<file path="config.mk">
export PLATFORM = sky130hd
export DESIGN_NAME = lbp_fifo
export DESIGN_NICKNAME = d
export VERILOG_FILES = /design/src/sv/lbp_fifo.sv
export VERILOG_INCLUDE_DIRS = /design/src /design/src/sv
export SDC_FILE = /design/constraint.sdc
export NUM_CORES = 1
export LEC_CHECK = 0
export ABC_CLOCK_PERIOD_IN_PS = 1650
export BUFFER_PORTS_ARGS = -buffer_cell sky130_fd_sc_hd__clkbuf_2
export CAP_MARGIN = 25
export CORE_AREA = 3 3 62 64
export CTS_CLUSTER_DIAMETER = 60
export DETAILED_ROUTE_END_ITERATION = 10
export DIE_AREA = 0 0 65 67
export HOLD_SLACK_MARGIN = 0.06
export PLACE_DENSITY_LB_ADDON = 0.12
export SYNTH_ARGS = -nofsm -noshare
export SYNTH_HDL_FRONTEND = slang
export SYNTH_SLANG_ARGS = --single-unit
</file>
<file path="constraint.sdc">
create_clock -name clk -period 1.65 [get_ports clk]
set_clock_uncertainty 0.15 [all_clocks]
set_input_delay 0.165 -clock clk [delete_from_list [all_inputs] [get_ports clk]]
set_output_delay 0.165 -clock clk [all_outputs]
set_load 0.01 [all_outputs]
</file>
<file path="src/sv/lbp_3x3_pixel_stream_unit_macros.svh">
// Assertion macros shared by the 3x3 LBP stream unit
`ifndef LBP_3X3_PIXEL_STREAM_UNIT_MACROS_SVH
`define LBP_3X3_PIXEL_STREAM_UNIT_MACROS_SVH

// same-cycle implication, checked out of reset
`define LBP_ASSERT_IMP(name, ante, cons, msg) \
  name: assert property (@(posedge clk) disable iff (!rst_n) (ante) |-> (cons)) \
    else $error(msg);

// next-cycle implication, checked out of reset
`define LBP_ASSERT_NXT(name, ante, cons, msg) \
  name: assert property (@(posedge clk) disable iff (!rst_n) (ante) |=> (cons)) \
    else $error(msg);

`endif

</file>
<file path="src/sv/lbp_fifo.sv">
// Short register queue between front and back ends
`timescale 1ns / 1ps
module lbp_fifo #(
  parameter int WIDTH = 8,
  parameter int DEPTH = 4
) (
  input  logic                       clk,
  input  logic                       rst_n,
  input  logic                       push,
  input  logic [WIDTH-1:0]           wr_data,
  input  logic                       pop,
  output logic                       rd_valid,
  output logic [WIDTH-1:0]           rd_data,
  output logic [$clog2(DEPTH+1)-1:0] count
);

`include "lbp_3x3_pixel_stream_unit_macros.svh"

  localparam int AW    = $clog2(DEPTH);
  localparam int CNT_W = $clog2(DEPTH + 1);

  logic [WIDTH-1:0] mem_r [DEPTH];
  logic [AW-1:0]    wp_r, wp_nxt;
  logic [AW-1:0]    rp_r, rp_nxt;
  logic [CNT_W-1:0] count_r, count_nxt;

  always_comb begin
    wp_nxt    = wp_r;
    rp_nxt    = rp_r;
    count_nxt = count_r;
    if (push) begin
      wp_nxt = (wp_r == AW'(DEPTH - 1)) ? '0 : wp_r + 1'b1;
    end
    if (pop) begin
      rp_nxt = (rp_r == AW'(DEPTH - 1)) ? '0 : rp_r + 1'b1;
    end
    if (push && !pop) begin
      count_nxt = count_r + 1'b1;
    end else if (pop && !push) begin
      count_nxt = count_r - 1'b1;
    end
  end

  always_ff @(posedge clk) begin
    if (!rst_n) begin
      wp_r    <= '0;
      rp_r    <= '0;
      count_r <= '0;
    end else begin
      wp_r    <= wp_nxt;
      rp_r    <= rp_nxt;
      count_r <= count_nxt;
    end
  end

  always_ff @(posedge clk) begin
    if (push) begin
      mem_r[wp_r] <= wr_data;
    end
  end

  assign rd_valid = (count_r != '0);
  assign rd_data  = mem_r[rp_r];
  assign count    = count_r;

  `LBP_ASSERT_IMP(a_no_overflow, push && !pop, count_r != CNT_W'(DEPTH), "queue overflow")
  `LBP_ASSERT_IMP(a_no_underflow, pop, count_r != '0, "pop from empty queue")
  `LBP_ASSERT_NXT(a_count_up, push && !pop, count_r == $past(count_r) + 1'b1, "count mismatch")

endmodule

</file>
==> reports/qor.yml, run 1 <==
status:
  status: "finished with violations"
  violations: "negative setup slack"
pwr:
  cellPowerDensity_nw_per_um2: 981.4
  ir_drop_mv: 0.5035
  cellLeakagePower_uw: 0.0007842
  power_uw: 1995
logic_synthesis:
  synth_area_per_cell_sq_um: 18.93
  syn_inst: 85
  synth_edf_count: 32
  synth_area_leaders: "edfxtp_1 60%, dfxtp_1 11%, mux4_2 11%"
  yosys.cell_types.count: 19
  yosys-top-cells-count: "32 x edfxtp_1, 9 x dfxtp_1, 8 x mux4_2"
  yosysMostFrequentCell: "edfxtp_1"
  syn_area_sq_um: 1609
  synth_area_leader_cell: "edfxtp_1"
  syn_nets: 104
  synth-seq-cells: 41
  synthArstFlopShare_pct: 0
  synth_top_flop_cell: "edfxtp_1"
  ys_seq_area_share_pct: 70.92
  yosys_warnings: 0
  yosysTopAreaCellShare_pct: 59.72
die:
  initial_core_util_pct: 48.22
  ios: 24
  chipHeight_um: 67
  rows: 21
  dieArea_sq_um: 4355
  die_w_um: 65
  coreArea_sq_um: 3337
setup_path:
  crit_fanout: 8
  crit_arrival_ns: 1.48
  cpLargestDelayFamily: "multiplexers"
  start_kind: "flop"
  endpoint_kind: "output pin"
  worstPathCellList: "buf_12, mux4_2, buf_2"
  cp_slowest_cell: "mux4_2"
  cp_num_buf_inv: 2
  worstPathRequired_ns: 1.33
  crit_type: "flop to output pin"
  max_stage_delay_ns: 0.49
detailed_routing:
  dr.pass1.iters: 4
  drc: 0
  drtAntennaViolNets: 0
  wirelength_um: 2556
  wire_per_inst_um: 14.04
  dr_total_vias: 853
  viasPerCell: 4.687
  drt_iter0_markers: 49
clock_tree:
  clockBufferDepth: 2
  htreeDepth: 2
  clockRootBuffer: "clkbuf_4"
  numCtsBuffers: 5
  cts_tree: "built"
  cts.sinks: 41
  path_clk_slew_ns: 0.12
  worst_skew_pair.late_latency_ns: 0.34
sta:
  worst_slew_pin_slew_ns: 0.4111
  rsz0062_at_grt: "true"
  fin_crit_sh_pct: 108.6
  timing.hold.ws_ns: 0.1044
  setup_viol: 8
  setup_slack_ns: -0.1416
  fmax_mhz: 558.2
  finalHoldViolCount: 0
  slew_viol_final: 0
  max_slew_margin_pct: 72.56
  period_minus_slack_ns: 1.792
  tns_ns: -1.012
global_routing:
  grt_pass1_vias: 882
  grt_max_degree: 14
  antenna_found_initial: 0
  grt-ovfl-total: 0
  grt_pass1_wl_um: 4367
  grt_util_all_layers_pct: 14.35
finish:
  fill_cells: 276
  syn2layout_area_growth_pct: 26.36
  fin_area_sq_um: 2033
  insertedDiodeCount: 0
  drive_gt1_share_pct: 38.97
  nets: 154
  final_core_util_pct: 60.93
place:
  placed_area_sq_um: 1861
  hpwl_um: 1920
  place.gp.congestion: 0.7343
  port_buffers: 23
run:
  maxCapViolations: 0
min_path:
  hp-class: "input port to flop"
worst paths after layout:
kind | cells after the start | from | slack [ns] | end
worst min-delay path | 4 | push | 0.10 | wp_r[1]$_SDFFE_PN0P_
worst max-delay path | 3 | flop | -0.14 | rd_data[3]
worst min register to register | 2 | count[2]$_SDFFE_PN0P_ | 0.36 | count[2]$_SDFFE_PN0P_
worst max register to register | 4 | count[0]$_SDFFE_PN0P_ | 0.08 | count[2]$_SDFFE_PN0P_
layout make-up:
class	count	area, sq um	share of cell area [%]
Inverter	4	15.01	0.7385
Sequential cell	41	1145	56.31
Tap cell	46	57.56	2.831
Clock buffer	5	37.54	1.846
Multi-Input combinational cell	38	436.7	21.48
Timing Repair Buffer	45	324.1	15.94
Clock inverter	3	17.52	0.8615
per-layer routing:
metal,track usage (%),routed length (um),vias to the layer above
met5,0,0,-
met4,7.124,28,0
met3,4.047,112,4
met2,22.22,1206,19
met1,18.49,1208,408
li1,-,-,422
placed cells by master (no fill, tap or decap), types with 2 or more instances in the layout:
cell type | synthesis | layout
buf_4 | 0 | 9
inv_1 | 4 | 4
mux2i_1 | 4 | 4
mux4_2 | 8 | 8
clkinv_2 | 0 | 2
dfxtp_2 | 0 | 3
buf_2 | 0 | 2
clkbuf_2 | 1 | 21
ha_1 | 6 | 6
or3_1 | 2 | 2
and2_1 | 5 | 5
clkbuf_4 | 0 | 5
edfxtp_1 | 32 | 32
dfxtp_1 | 9 | 6
nor2b_1 | 5 | 5
dlygate4sd3_1 | 0 | 11
worst register-to-register path: stages (launching register included):
cell	delay (ns)
dfxtp_2	0.35
fa_1	0.42
xor2_1	0.16
or3_1	0.30
a21boi_1	0.13
power by group:
part	internal (uW)	switching, uW
registers	1180	35.1
logic	171	136
clock network	161	318
total	1510	489
timing repair:
action,4_1_cts,5_1_grt
hold buffers,11,1
endpoints found under the setup margin,8,11
endpoints found under the hold margin,41,2
pin swaps,0,1
gates resized for setup,1,5
setup buffers,0,0
metrics by stage:
| step | cells | worst slack (ns) |
|---|---|---|
| 3_3_place_gp | 163 | -0.06431 |
| 4_1_cts | 182 | -0.1655 |
| 6_report | 182 | -0.1416 |
| 5_1_grt | 182 | -0.2203 |
| 2_1_floorplan | 85 | 0.07234 |
| 3_5_place_dp | 163 | -0.1145 |
sequential cells by signal, indices dropped and copies added, names as in the netlist, named ones only:
register and flops:
count 3, mem_r 32, rp_r 2, wp_r 2
cells by family (layout without fill, tap and decap cells):
| kind of cell | Yosys count | count (layout) | synth area share (%) |
|---|---|---|---|
| AOI/OAI and AO/OA | 3 | 3 | 1.244 |
| xor gates and xnor gates | 2 | 2 | 1.089 |
| adders and majority gates | 7 | 7 | 5.910 |
| buffers and inverters | 6 | 57 | 1.943 |
| DFF | 41 | 41 | 70.92 |
| muxes | 12 | 12 | 13.69 |
| and+or+nand+nor | 14 | 14 | 5.209 |
Power figures use the tool's default switching activity.
==> inputs of run 2 (changes only) <==
==> constraint.sdc (replaced) <==
create_clock -name clk -period 1.65 [get_ports clk]
set_clock_uncertainty 0.15 [all_clocks]
set_input_delay 0.2475 -clock clk [delete_from_list [all_inputs] [get_ports clk]]
set_output_delay 0.2475 -clock clk [all_outputs]
set_load 0.01 [all_outputs]
==> run 2 against run 1 <==
  * The run still ends with negative setup slack left
  * Sequential power about the same
  * Wire length is 9.4% lower
  * Register-to-register slack hardly changed
  * Combinational power decreased by 4%
  * Hold slack better by 0.074 ns
  * Core utilization about the same
  * Critical endpoint is now rd_data[1]
==> reports/qor.yml, run 2 (synthesis results as in run 1) <==
global_routing:
  grtUsageMet3_pct: 5.734  # +1.7 points
  grt_pass1_wl_um: 4008  # -8.2%
  grt-ovfl-total: 0  # unchanged
  grt_util_all_layers_pct: 13.13  # -1.2 points
  use_met2_pct: 20.56  # -1.7 points
  antenna_found_initial: 0  # unchanged
  grtUsageMet1_pct: 15.78  # -2.7 points
  grt_pass1_vias: 833  # -5.6%
  grt_max_degree: 14  # unchanged
  grt-busiest-layer: "met2"
sta:
  setup_viol: 8  # unchanged
  fin_crit_sh_pct: 113.4  # +4.8 points
  max_slew_margin_pct: 88.50  # +16 points
  finalHoldViolCount: 0  # unchanged
  fmax_mhz: 534.5  # -4.2%
  setup_slack_ns: -0.2208  # -0.07919 ns
  worst_slew_pin_slew_ns: 0.1723  # -0.2388 ns
  slew_viol_final: 0  # unchanged
  rsz0062_at_grt: "true"
  period_minus_slack_ns: 1.871  # +0.07919 ns
pwr:
  internal-power_uw: 1652  # +9.7%
  comb_power_share_pct: 13.8  # -1.6 points
  seqPwrFrac_pct: 56.9  # -3.8 points
  ir_drop_mv: 0.5773  # +15%
  p_clk_share_pct: 29.3  # +5.3 points
  swShare_pct: 22.28  # -2.2 points
  p_sw_uw: 473.7  # -3.1%
  cellPowerDensity_nw_per_um2: 1045  # +6.5%
  cellLeakagePower_uw: 0.0007752  # -1.2%
clock_tree:
  cts_tree: "built"
  clockRootBuffer: "clkbuf_4"
  postCtsSetupBuffers: 0  # unchanged
  numCtsBuffers: 5  # unchanged
  clockBufferDepth: 2  # unchanged
  htreeDepth: 2  # unchanged
  worst_skew_pair.late_latency_ns: 0.34  # about the same
  cts.sinks: 41  # unchanged
  path_clk_slew_ns: 0.11  # about the same
setup_path:
  crit_fanout: 8  # unchanged
  endpoint_kind: "output pin"
  worstPathRequired_ns: 1.25  # -0.08 ns
  worstPathCellList: "buf_12, mux4_2, clkbuf_2"
  r2r_cells: 4  # unchanged
  crit_arrival_ns: 1.47  # about the same
  endpoint: "rd_data[1]"
  reg2reg_slack_ns: 0.09  # about the same
  cpLargestDelayFamily: "multiplexers"
  cp_slowest_cell: "mux4_2"
  start_kind: "flop"
  crit_type: "flop to output pin"
  cp.depth: 3  # unchanged
  r2r-end: "count[2]$_SDFFE_PN0P_"
  cp_num_buf_inv: 2  # unchanged
  r2r-start: "count[0]$_SDFFE_PN0P_"
  max_stage_delay_ns: 0.51  # +0.02 ns
detailed_routing:
  wire_per_inst_um: 12.93  # -7.9%
  drtAntennaViolNets: 0  # unchanged
  viasPerCell: 4.726  # +0.84%
  dr_total_vias: 846  # -0.82%
  dr.pass1.iters: 3  # -1
  drc: 0  # unchanged
  wirelength_um: 2315  # -9.4%
  drt_iter0_markers: 30  # -39%
finish:
  fin_area_sq_um: 2034  # about the same
  nets: 151  # -1.9%
  drive_gt1_share_pct: 40.60  # +1.6 points
  syn2layout_area_growth_pct: 26.44  # about the same
  layout_common_cells: "32 x edfxtp_1, 22 x clkbuf_2, 9 x dlygate4sd3_1, 9 x buf_4, 8 x mux4_2"
  largest-register: "mem_r"
  largest_reg_flops: 32  # unchanged
  layout_commonest_cell: "edfxtp_1"
  insertedDiodeCount: 0  # unchanged
place:
  hpwl_um: 1618  # -16%
  place.gp.congestion: 0.6565  # -11%
  placed_area_sq_um: 1858  # -0.13%
  port_buffers: 23  # unchanged
  place_worst_setup_slack_ns: -0.1094  # +0.005061 ns
status:
  status: "finished with violations"
  violations: "negative setup slack"
die:
  chipHeight_um: 67  # unchanged
  initial_core_util_pct: 48.22  # unchanged
  dieArea_sq_um: 4355  # unchanged
  die_w_um: 65  # unchanged
  coreArea_sq_um: 3337  # unchanged
  ios: 24  # unchanged
  rows: 21  # unchanged
min_path:
  hp-class: "input port to flop"
run:
  maxCapViolations: 0  # unchanged
## run 2: metrics by stage
step	setup TNS, ns	util, %	std cells	hold WS (ns)	power (uW)
6_report	-1.611	60.97	179	0.1780	2126
4_1_cts	-1.874	60.82	179	0.1688	2157
3_3_place_gp	-0.08367	55.68	162	0.3130	1502
3_5_place_dp	-0.1094	55.68	162	0.3250	1512
5_1_grt	-2.192	60.97	179	0.1849	2240
2_1_floorplan	0	-	85	0.1964	1392
## run 2: repair_timing
| action | 4_1_cts | 5_1_grt |
|---|---|---|
| hold endpoints to repair | 39 | 0 |
| endpoints found under the setup margin | 9 | 9 |
| resized for setup | 2 | 4 |
| pin swaps | 0 | 1 |
| hold buffers | 9 | 0 |
## run 2: worst min-delay path by stage
stage	slack, ns	from	end	cells after the start
6_report	0.18	push	wp_r[0]$_SDFFE_PN0P_	4
4_1_cts	0.17	push	wp_r[0]$_SDFFE_PN0P_	4
3_5_place_dp	0.32	wr_data[5]	mem_r[3][5]$_DFFE_PP_	1
3_3_place_gp	0.31	wr_data[5]	mem_r[1][5]$_DFFE_PP_	1
2_1_floorplan	0.20	wr_data[0]	mem_r[0][0]$_DFFE_PP_	0
5_1_grt	0.18	pop	flop	4
## run 2: per-layer routing
layer	wire length, um	share of wire (%)	vias up
li1	-	-	417
met1	1013	44	402
met2	1123	49	21
met3	131	5.7	6
met4	46	2.0	0
met5	0	0	-
## run 2: power by group through the flow
stage	clock network, uW	registers (uW)	logic [uW]
floorplan	0	1230	163
global placement	0	1230	277
detailed placement	0	1230	283
CTS	650	1210	301
global route	698	1220	325
finish	623	1210	294
## run 2: tightest hold or removal path, delay by kind of cell
family / cells / cell delay, ns
simple gates: 1 / 0.09
buf+inv: 2 / 0.23
mux: 1 / 0.07
## run 2: area by class of cell
type	instances	area, sq um
tap	46	57.56
clock inverter	3	41.29
fill	278	1303
multi-input combinational	38	441.7
sequential	41	1149
clock buffer	5	37.54
inverter	4	15.01
timing repair buffer	42	292.8
