<file path="src/sv/lbp_3x3_pixel_stream_unit_macros.svh">
// Assertion macros shared by the 3x3 LBP stream unit
`ifndef LBP_3X3_PIXEL_STREAM_UNIT_MACROS_SVH
`define LBP_3X3_PIXEL_STREAM_UNIT_MACROS_SVH

// same-cycle implication, checked out of reset
`define LBP_ASSERT_IMP(name, ante, cons, msg) \
  name: assert property (@(posedge clk) disable iff (!rst_n) (ante) |-> (cons)) \
    else $error(msg);

// next-cycle implication, checked out of reset
`define LBP_ASSERT_NXT(name, ante, cons, msg) \
  name: assert property (@(posedge clk) disable iff (!rst_n) (ante) |=> (cons)) \
    else $error(msg);

`endif

</file>
<file path="src/sv/lbp_pkg.sv">
// Package: shared types, constants and the LBP compare function
`timescale 1ns / 1ps
package lbp_pkg;

  localparam int PIX_W      = 8;
  localparam int ROW_W      = 12;
  localparam int COL_W      = 10;
  localparam int CFG_DATA_W = 13;
  localparam int CFG_IDX_W  = 2;
  localparam int WREG_W     = 11;
  localparam int HREG_W     = 13;
  localparam int RESET_DIM  = 1024;

  localparam logic [CFG_IDX_W-1:0] REG_IMAGE_WIDTH  = 2'd0;
  localparam logic [CFG_IDX_W-1:0] REG_IMAGE_HEIGHT = 2'd1;

  localparam int QUEUE_DEPTH = 4;
  localparam int QCW         = $clog2(QUEUE_DEPTH + 1);

  // which results one pixel causes; emitted left, interior, right, own
  typedef struct packed {
    logic done;
    logic own;
    logic right;
    logic interior;
    logic left;
  } lbp_flags_t;

  // neighbor k sets bit k; bit order matches weights 1,2,4,8,16,32,64,128
  function automatic logic [PIX_W-1:0] lbp_code_f(input logic [7:0][PIX_W-1:0] nbr,
                                                  input logic [PIX_W-1:0] ctr);
    logic [PIX_W-1:0] code;
    code = '0;
    for (int k = 0; k < 8; k++) begin
      code[k] = (nbr[k] >= ctr);
    end
    return code;
  endfunction

endpackage

</file>
<file path="src/sv/lbp_back.sv">
// Back end: expands one queued pixel into its results and drives the output register
`timescale 1ns / 1ps
module lbp_back import lbp_pkg::*; #(
  parameter int CW = 10,
  parameter int RW = 12
) (
  input  logic             clk,
  input  logic             rst_n,
  input  logic             q_valid,
  input  logic [RW-1:0]    q_row,
  input  logic [CW-1:0]    q_col,
  input  lbp_flags_t       q_flags,
  input  logic [PIX_W-1:0] q_mid,
  input  logic [PIX_W-1:0] q_pix,
  input  logic [PIX_W-1:0] q_code,
  output logic             q_pop,
  output logic             out_valid,
  input  logic             out_stall,
  output logic [ROW_W-1:0] out_row,
  output logic [COL_W-1:0] out_col,
  output logic [PIX_W-1:0] out_code,
  output logic             out_is_border,
  output logic             out_last_of_run,
  output logic             out_frame_done
);

`include "lbp_3x3_pixel_stream_unit_macros.svh"

  logic [3:0]       done_r, done_nxt;
  logic [3:0]       pend;
  logic [3:0]       pick;
  logic             last;
  logic             load;
  logic             out_valid_r, out_valid_nxt;
  logic [ROW_W-1:0] out_row_r, out_row_nxt;
  logic [COL_W-1:0] out_col_r, out_col_nxt;
  logic [PIX_W-1:0] out_code_r, out_code_nxt;
  logic             out_is_border_r, out_is_border_nxt;
  logic             out_last_of_run_r, out_last_of_run_nxt;
  logic             out_frame_done_r, out_frame_done_nxt;
  logic [RW-1:0]    row_m1;
  logic [CW-1:0]    col_m1;

  // order: left border, interior code, right border, own border copy
  assign pend   = {q_flags.own, q_flags.right, q_flags.interior, q_flags.left} & ~done_r;
  assign pick   = pend & (~pend + 4'd1);
  assign last   = (pend & ~pick) == 4'd0;
  assign load   = q_valid && (!out_valid_r || !out_stall);
  assign q_pop  = load && last;
  assign row_m1 = q_row - 1'b1;
  assign col_m1 = q_col - 1'b1;

  always_comb begin
    done_nxt = done_r;
    if (load) begin
      done_nxt = last ? 4'd0 : (done_r | pick);
    end
  end

  always_comb begin
    out_valid_nxt = out_valid_r && out_stall;
    if (load) begin
      out_valid_nxt = 1'b1;
    end
  end

  always_comb begin
    out_row_nxt         = pick[3] ? ROW_W'(q_row) : ROW_W'(row_m1);
    out_col_nxt         = COL_W'(q_col);
    out_code_nxt        = q_mid;
    out_is_border_nxt   = !pick[1];
    out_last_of_run_nxt = last;
    out_frame_done_nxt  = pick[3] && q_flags.done;
    if (pick[0]) begin
      out_col_nxt = '0;
    end else if (pick[1]) begin
      out_col_nxt  = COL_W'(col_m1);
      out_code_nxt = q_code;
    end else if (pick[3]) begin
      out_code_nxt = q_pix;
    end
  end

  always_ff @(posedge clk) begin
    if (!rst_n) begin
      done_r      <= '0;
      out_valid_r <= 1'b0;
    end else begin
      done_r      <= done_nxt;
      out_valid_r <= out_valid_nxt;
    end
  end

  always_ff @(posedge clk) begin
    if (load) begin
      out_row_r         <= out_row_nxt;
      out_col_r         <= out_col_nxt;
      out_code_r        <= out_code_nxt;
      out_is_border_r   <= out_is_border_nxt;
      out_last_of_run_r <= out_last_of_run_nxt;
      out_frame_done_r  <= out_frame_done_nxt;
    end
  end

  assign out_valid       = out_valid_r;
  assign out_row         = out_row_r;
  assign out_col         = out_col_r;
  assign out_code        = out_code_r;
  assign out_is_border   = out_is_border_r;
  assign out_last_of_run = out_last_of_run_r;
  assign out_frame_done  = out_frame_done_r;

  `LBP_ASSERT_IMP(a_head_has_work, q_valid, pend != 4'd0, "queued pixel with no result left")
  `LBP_ASSERT_IMP(a_done_is_last, out_valid_r && out_frame_done_r, out_last_of_run_r && out_is_border_r, "frame end not last border")
  `LBP_ASSERT_NXT(a_pop_clears, q_pop, done_r == 4'd0, "result mask not cleared on pop")

endmodule

</file>
<file path="config.mk">
export PLATFORM = sky130hd
export DESIGN_NAME = lbp_back
export DESIGN_NICKNAME = d
export VERILOG_FILES = /design/src/sv/lbp_pkg.sv /design/src/sv/lbp_back.sv
export VERILOG_INCLUDE_DIRS = /design/src /design/src/sv
export SDC_FILE = /design/constraint.sdc
export NUM_CORES = 1
export LEC_CHECK = 0
export BUFFER_PORTS_ARGS = -buffer_cell sky130_fd_sc_hd__buf_2
export CAP_MARGIN = 40
export CORE_MARGIN = 2
export CORE_UTILIZATION = 52
export CTS_BUF_LIST = sky130_fd_sc_hd__clkbuf_4
export CTS_CLUSTER_DIAMETER = 120
export DETAILED_ROUTE_END_ITERATION = 12
export GPL_ROUTABILITY_DRIVEN = 0
export HOLD_SLACK_MARGIN = 0.1
export PLACE_DENSITY_LB_ADDON = 0.25
export SLEW_MARGIN = 10
export SYNTH_ARGS = -nofsm -noshare
export SYNTH_HDL_FRONTEND = slang
export SYNTH_SLANG_ARGS = --single-unit
</file>
<file path="constraint.sdc">
create_clock -name clk -period 5 [get_ports clk]
set_input_delay 0.5 -clock clk [delete_from_list [all_inputs] [get_ports clk]]
set_output_delay 0.5 -clock clk [all_outputs]
set_load 0.05 [all_outputs]
</file>
==> metrics.md, run 1 <==
| Metric | Value |
|---|---|
| Fin. max-slew vios | 0 |
| Htree depth | 2 |
| Syn Std Cell Area | 1918 um2 |
| Final Hold Viols | 0 |
| WHS Path Cells | 2 |
| Dominant cell type by area after synthesis | edfxtp_1 |
| Grt met2 use | 37.11% |
| Crit. End Element | primary output |
| Finished Layout Cells | 301 |
| Count leader, synth | edfxtp_1 |
| Max cap viols | 0 |
| Hold Crit Endpoint | out_valid |
| Avg Cell Area, Syn | about 12 um2 |
| Area delta synth->final | 29.88% |
| Post-route ant nets | 0 |
| Initial DRT Pass Iterations | 4 |
| Min cycle time layout | around 2.5 ns |
| Worst-Skew Late Latency | 0.33 ns |
| Core area | 3606 um2 |
| Setup bufs post-CTS | 0 |
| Die Ht | 64.74 um |
| Vias/cell | 5.319 |
| GRT Resource Usage Total | 20.82% |
| Placement-stage cell area | 2437 um2 |
| Yosys Warn Count | 0 |
| Clk root buf | clkbuf_4 |
| Number of synthesized register bits | 38 |
| Num CTS Buffers | 5 |
| Worst Tran Pin Value | 0.8342 ns |
| Share of cells above drive strength 1 | between 40% and 50% |
| RR Endpoint | out_row[10] |
| Cells after Synth | 160 |
| Met3 Use GR | between 6 and 7% |
| Met1 global-route usage | a little under a quarter |
| Pwr dens | 289.9 nW/um2 |
| CP Launch Type | register |
| PostCTS Resize Cnt | 0 |
| Hold_sp | rst_n |
| Post-DP HPWL | 3.153 mm |
| Critical Path Fanout Max | 20 |
| # setup viols final | 0 |
| Clk_skew | around 0.010 ns |
| Cell count after placement | approximately 300 |
| Io pins | 90 |
| Port bufs | 89 |
| Dominant cells by area after synthesis | edfxtp_1, xnor2_1, dfxtp_1 |
| Dpl ws | roughly 2.5 ns |
| Worst endpoint required time | 4.50 ns |
| RSZ-0062 raised after global routing | false |
| Layout Nets | 309 |
| Initial antenna violation count | 0 |
| Fin crit share | 49.50% |
| Clock Sink Count | 38 |
| Static leakage | 1.024 nW |
| Largest net degree at the start of global routing | 28 |
| Syn_nets | 217 |
| # rows | 22 |
| Clk slew on worst S/H paths | ~0.10 ns |
| Worst setup path startpoint | done_r[0] |
| Clock buffer depth | 2 |
| Synth cell types | 36 |
| Final instance area | ~2500 um2 |
| R2R Path Start | done_r[0] |
| Post-synth EDFFs | 33 |
| Ys flop type | edfxtp_1 |
| Cts hold-fix bufs | 0 |
| R2R setup slack | 2.81 ns |
| Asr flop ratio synth | 0% |
| Die area | 4191 um2 |
| CP arrival | roughly 2.0 ns |
| Die W | 64.74 um |
| FMAX | 404.0 MHz |
| Commonest cells post-synth | edfxtp_1, nor2_1, xnor2_1, a21oi_1, nand2_1 |
| Worst-case reg-to-reg path depth | 4 |
| Remaining Overflow, GRT | 0 |
| N_diodes | 0 |
| Status | complete, no violations |
| Setup TNS | 0 ns |
| Yosys top cell area share | 51.66% |
| First-pass GRT wire length | roughly 6.6 mm |
| DRC | 0 |
| WL/cell | 13.24 um |
| Initial Util | 53.19% |
| Grt peak-use layer | met2 |
| Max-Slew Margin vs Limit | 44.14% |
| Number of global-route vias before repair | about 1500 |
| Post-synthesis sequential area ratio | 56.88% |
| CTS tree | built |
| Setup CP Type | reg -> out |
| Worst hold path type | in -> reg |
| Initial DRC Count | 89 |
| Final worst slack | 2.525 ns |
| Max VDD drop | 0.1452 mV |
| Drt total wl | 3.986 mm |
| Vias | 1601 |
## cells in the final DEF (no fill, tap or decap), types with 2 or more instances in the layout
cell,n
buf_2,89
edfxtp_1,33
nor2_1,15
xnor2_1,14
nand2_1,9
a21oi_1,9
o21bai_1,8
o221a_2,8
clkbuf_4,6
nand2b_1,5
nor3_1,5
dfxtp_1,5
inv_1,4
nor2b_1,4
or4_1,4
nor4_1,4
nand3_1,3
o21ai_0,3
a31oi_1,2
or3_1,2
xor2_1,2
or4b_1,2
ha_1,2
## layout make-up
type / instances / area (um2)
sequential: 38 / 1091
clock inverter: 2 / 8.758
timing repair buffer: 90 / 473.0
inverter: 4 / 15.01
fill: 282 / 1115
multi-input combinational: 113 / 798.3
tap: 48 / 60.06
clock buffer: 6 / 45.04
## where the power goes
part	internal (W)	switching [W]	leakage (nW)
combinational	0.0000599	0.000135	0.629
clock	0.0000583	0.0000902	0.0331
sequential	0.000373	0.00000649	0.362
## logic make-up (layout without fill, tap and decap cells)
| group | after synthesis | in the layout | share of synthesized area (%) |
|---|---|---|---|
| compound gates | 34 | 34 | 13.96 |
| simple gates | 59 | 59 | 17.42 |
| buf+inv | 9 | 102 | 2.087 |
| flops | 38 | 38 | 56.88 |
| mux | 1 | 1 | 0.5219 |
| xor+xnor | 16 | 16 | 7.306 |
| fa+ha+maj | 3 | 3 | 1.826 |
## critical path: stages, from the launching register on
cell and delay, ns:
dfxtp_1 0.34, nor2b_2 0.66, maj3_1 0.36, nor3_1 0.07
buf_2 0.22
## layer usage
| metal | vias up | share of wire [%] | routed length, um |
|---|---|---|---|
| met4 | 0 | 1.1 | 42 |
| met2 | 65 | 51 | 2047 |
| met1 | 741 | 40 | 1591 |
| li1 | 790 | - | - |
| met3 | 5 | 7.7 | 305 |
| met5 | - | 0 | 0 |
## worst max-delay path by stage
stage / to / slack, ns / cells past startpoint
2_1_floorplan: q_pop / 0.55 / 3
3_3_place_gp: q_pop / 2.17 / 5
3_5_place_dp: out_row[10] / 2.52 / 5
4_1_cts: q_pop / 2.52 / 4
5_1_grt: q_pop / 2.37 / 4
6_report: q_pop / 2.52 / 4
## registers in the layout, summed over array words and instances (netlist names)
| register | count |
|---|---|
| out_valid | 1 |
| done_r | 4 |
| out_row | 12 |
| out_code | 8 |
| out_frame_done | 1 |
| out_last_of_run | 1 |
| out_col | 10 |
| out_is_border | 1 |
## metrics by stage
stage | power (W) | utilization [%] | hold WS, ns
2_1_floorplan | 0.0005213 | - | 0.4505
3_3_place_gp | 0.0005752 | 66.83 | 0.4729
3_5_place_dp | 0.0005817 | 67.59 | 0.4878
4_1_cts | 0.0007287 | 69.08 | 0.4045
5_1_grt | 0.0007584 | 69.08 | 0.4028
6_report | 0.0007222 | 69.08 | 0.4159
(Power assumes the default switching activity.)
==> inputs of run 2 (changes only) <==
--- a/config.mk
+++ b/config.mk
@@ -9,7 +9,7 @@
 export BUFFER_PORTS_ARGS = -buffer_cell sky130_fd_sc_hd__buf_2
 export CAP_MARGIN = 40
 export CORE_MARGIN = 2
-export CORE_UTILIZATION = 52
+export CORE_UTILIZATION = 48
 export CTS_BUF_LIST = sky130_fd_sc_hd__clkbuf_4
 export CTS_CLUSTER_DIAMETER = 120
 export DETAILED_ROUTE_END_ITERATION = 12
==> constraint.sdc (replaced) <==
create_clock -name clk -period 2.4 [get_ports clk]
set_input_delay 0.24 -clock clk [delete_from_list [all_inputs] [get_ports clk]]
set_output_delay 0.24 -clock clk [all_outputs]
set_load 0.05 [all_outputs]
==> run 2 against run 1 <==
  * Clock-buffer cell count down 1
  * Cell area stayed put
  * Worst setup slack got worse by 2.2 ns
  * Core utilization fell by 2.5 points
  * Clock skew is 0.0047 ns lower
  * Register-to-register slack got worse by 2.3 ns
  * Die area rose by 7.8%
  * Sequential power grew 110%
  * Final cell count grew 0.33%
  * Global-route usage decreased by 0.064 points
  * Worst hold slack got worse by 0.27 ns
  * Critical endpoint unchanged
==> metrics.md, run 2 (synthesis results as in run 1) <==
| Metric | Value |
|---|---|
| Status | complete, no violations (unchanged) |
| Clk root buf | clkbuf_4 (unchanged) |
| Num CTS Buffers | 5 (unchanged) |
| Fin crit share | 85.13% |
| Initial antenna violation count | 0 (unchanged) |
| Crit. End Element | primary output (unchanged) |
| Setup bufs post-CTS | 0 (unchanged) |
| Clock buffer depth | 2 (unchanged) |
| Port bufs | 89 (unchanged) |
| Clk_skew | 0.005462 ns (was 0.01015 ns) |
| Worst-Skew Late Latency | 0.34 ns (was 0.33 ns) |
| First-pass GRT wire length | 6.824 mm (was 6.610 mm) |
| Die area | 4518 um2 (was 4191 um2) |
| P_sw | 0.0004955 W (was 0.0002314 W) |
| Core area | 3744 um2 (was 3606 um2) |
| Share of cells above drive strength 1 | 44.88% (was 43.87%) |
| Commonest non-fill, non-tap cell in the layout | buf_2 (unchanged) |
| RSZ-0062 raised after global routing | false (unchanged) |
| Max-Slew Margin vs Limit | 53.81% (was 44.14%) |
| # rows | 22 (unchanged) |
| GRT Resource Usage Total | 20.75% (was 20.82%) |
| Worst Tran Pin Value | 0.6896 ns (was 0.8342 ns) |
| WL/cell | 14.27 um (was 13.24 um) |
| Htree depth | 2 (unchanged) |
| Largest net degree at the start of global routing | 38 (was 28) |
| Dpl ws | 0.4276 ns (was 2.521 ns) |
| Filler cells | 306 (was 282) |
| FMAX | just under 500 MHz |
| Vias/cell | 5.295 (was 5.319) |
| DRC | 0 (unchanged) |
| Worst hold path type | in -> reg (unchanged) |
| Most frequent cells in the layout | buf_2, edfxtp_1, nor2_1 (unchanged) |
| Final Hold Viols | 0 (unchanged) |
| Setup TNS | 0 ns (unchanged) |
| RR Endpoint | out_row[6] (was out_row[10]) |
| # setup viols final | 0 (unchanged) |
| Vias | 1599 (was 1601) |
| Pwr dens | 602.8 nW/um2 (was 289.9 nW/um2) |
| Post-DP HPWL | 3.353 mm (was 3.153 mm) |
| Layout Nets | 311 (was 309) |
| Area of the multi-input gates | 809.5 um2 (was 798.3 um2) |
| R2R setup slack | 0.47 ns (was 2.81 ns) |
| Cts hold-fix bufs | 0 (unchanged) |
| Number of global-route vias before repair | 1471 (was 1492) |
| P_int | 0.001006 W (was 0.0004908 W) |
| WHS Path Cells | 2 (unchanged) |
| Critical Path Fanout Max | 7 (was 20) |
| Area delta synth->final | 29.88% (unchanged) |
| PostCTS Resize Cnt | 0 (unchanged) |
| Final worst slack | 0.3569 ns (was 2.525 ns) |
| Max cap viols | 0 (unchanged) |
| Die W | 67.22 um (was 64.74 um) |
| Fin. max-slew vios | 0 (unchanged) |
| CTS tree | built (unchanged) |
| CP arrival | 1.80 ns (was 1.98 ns) |
| Worst endpoint required time | 2.16 ns (was 4.50 ns) |
| CP Launch Type | register (unchanged) |
| Initial DRC Count | 129 (was 89) |
| Largest register FFs | 12 (unchanged) |
| Initial Util | 51.24% (was 53.19%) |
| Sequential power share | 52.6% (was 52.5%) |
| Max VDD drop | 0.3905 mV (was 0.1452 mV) |
| Gate power share | 27.2% (was 26.9%) |
| R2R Path Start | done_r[1] (was done_r[0]) |
| Clk slew on worst S/H paths | 0.11 ns (was 0.10 ns) |
| Initial DRT Pass Iterations | 5 (was 4) |
| Switching Fraction | 32.99% (was 32.04%) |
| Die Ht | 67.22 um (was 64.74 um) |
| Min cycle time layout | 2.043 ns |
| Remaining Overflow, GRT | 0 (unchanged) |
| N_diodes | 0 (unchanged) |
| Drt total wl | 4.309 mm (was 3.986 mm) |
| Clock share of power | 20.2% (was 20.6%) |
| Io pins | 90 (unchanged) |
| Worst-case reg-to-reg path depth | 4 (unchanged) |
| Hold_sp | rst_n (unchanged) |
| Post-route ant nets | 0 (unchanged) |
| Setup CP Type | reg -> out (unchanged) |
| Clock Sink Count | 38 (unchanged) |
| Hold Crit Endpoint | out_valid (unchanged) |
| Static leakage | 1.027 nW (was 1.024 nW) |
| Register area | 1091 um2 (unchanged) |
-- run 2: worst max-delay path, cell delays in order (launching register included) --
cell	delay (ns)
dfxtp_1	0.40
nor2b_1	0.15
maj3_1	0.45
nor3_4	0.20
buf_2	0.28
-- run 2: worst max-delay path by stage --
stage                     startpoint    endpoint  depth (start not counted)
after floorplan            out_valid       q_pop                          3
after global placement    q_flags[1]  out_row[6]                          5
after detailed placement  q_flags[1]  out_row[6]                          5
after CTS                  done_r[1]       q_pop                          4
after global routing       done_r[1]       q_pop                          4
final                      done_r[1]       q_pop                          4
-- run 2: area by class of cell --
cell class,instances,share of cell area (%)
Clock inverter,2,0.4018
Inverter,4,0.6027
Sequential cell,38,43.80
Timing Repair Buffer,92,18.78
Clock buffer,5,1.507
Multi-Input combinational cell,113,32.50
Tap cell,48,2.411
-- run 2: layer usage --
metal | GRT usage, % | vias up | part of all wire [%]
li1 | - | 792 | -
met1 | 26.30 | 713 | 40
met2 | 33.29 | 88 | 47
met3 | 7.167 | 6 | 11
met4 | 7.143 | 0 | 1.2
met5 | 0 | - | 0
-- run 2: power groups by stage --
stage	logic [W]	registers, W	clock network, W
final	0.000409	0.000790	0.000303
after global routing	0.000440	0.000794	0.000353
after CTS	0.000411	0.000791	0.000315
after detailed placement	0.000409	0.000806	0
after global placement	0.000406	0.000804	0
after floorplan	0.000131	0.000959	0
-- run 2: stage by stage --
stage                     util (%)  cells  hold WS [ns]  power, W  area (um2)
after global routing         66.54    302        0.1486  0.001587        2491
final                        66.54    302        0.1457  0.001502        2491
after detailed placement     65.27    295        0.4785  0.001215        2444
after global placement       65.27    295        0.4684  0.001210        2444
after CTS                    66.54    302        0.1308  0.001516        2491
after floorplan                  -    160        0.3682  0.001090        1941
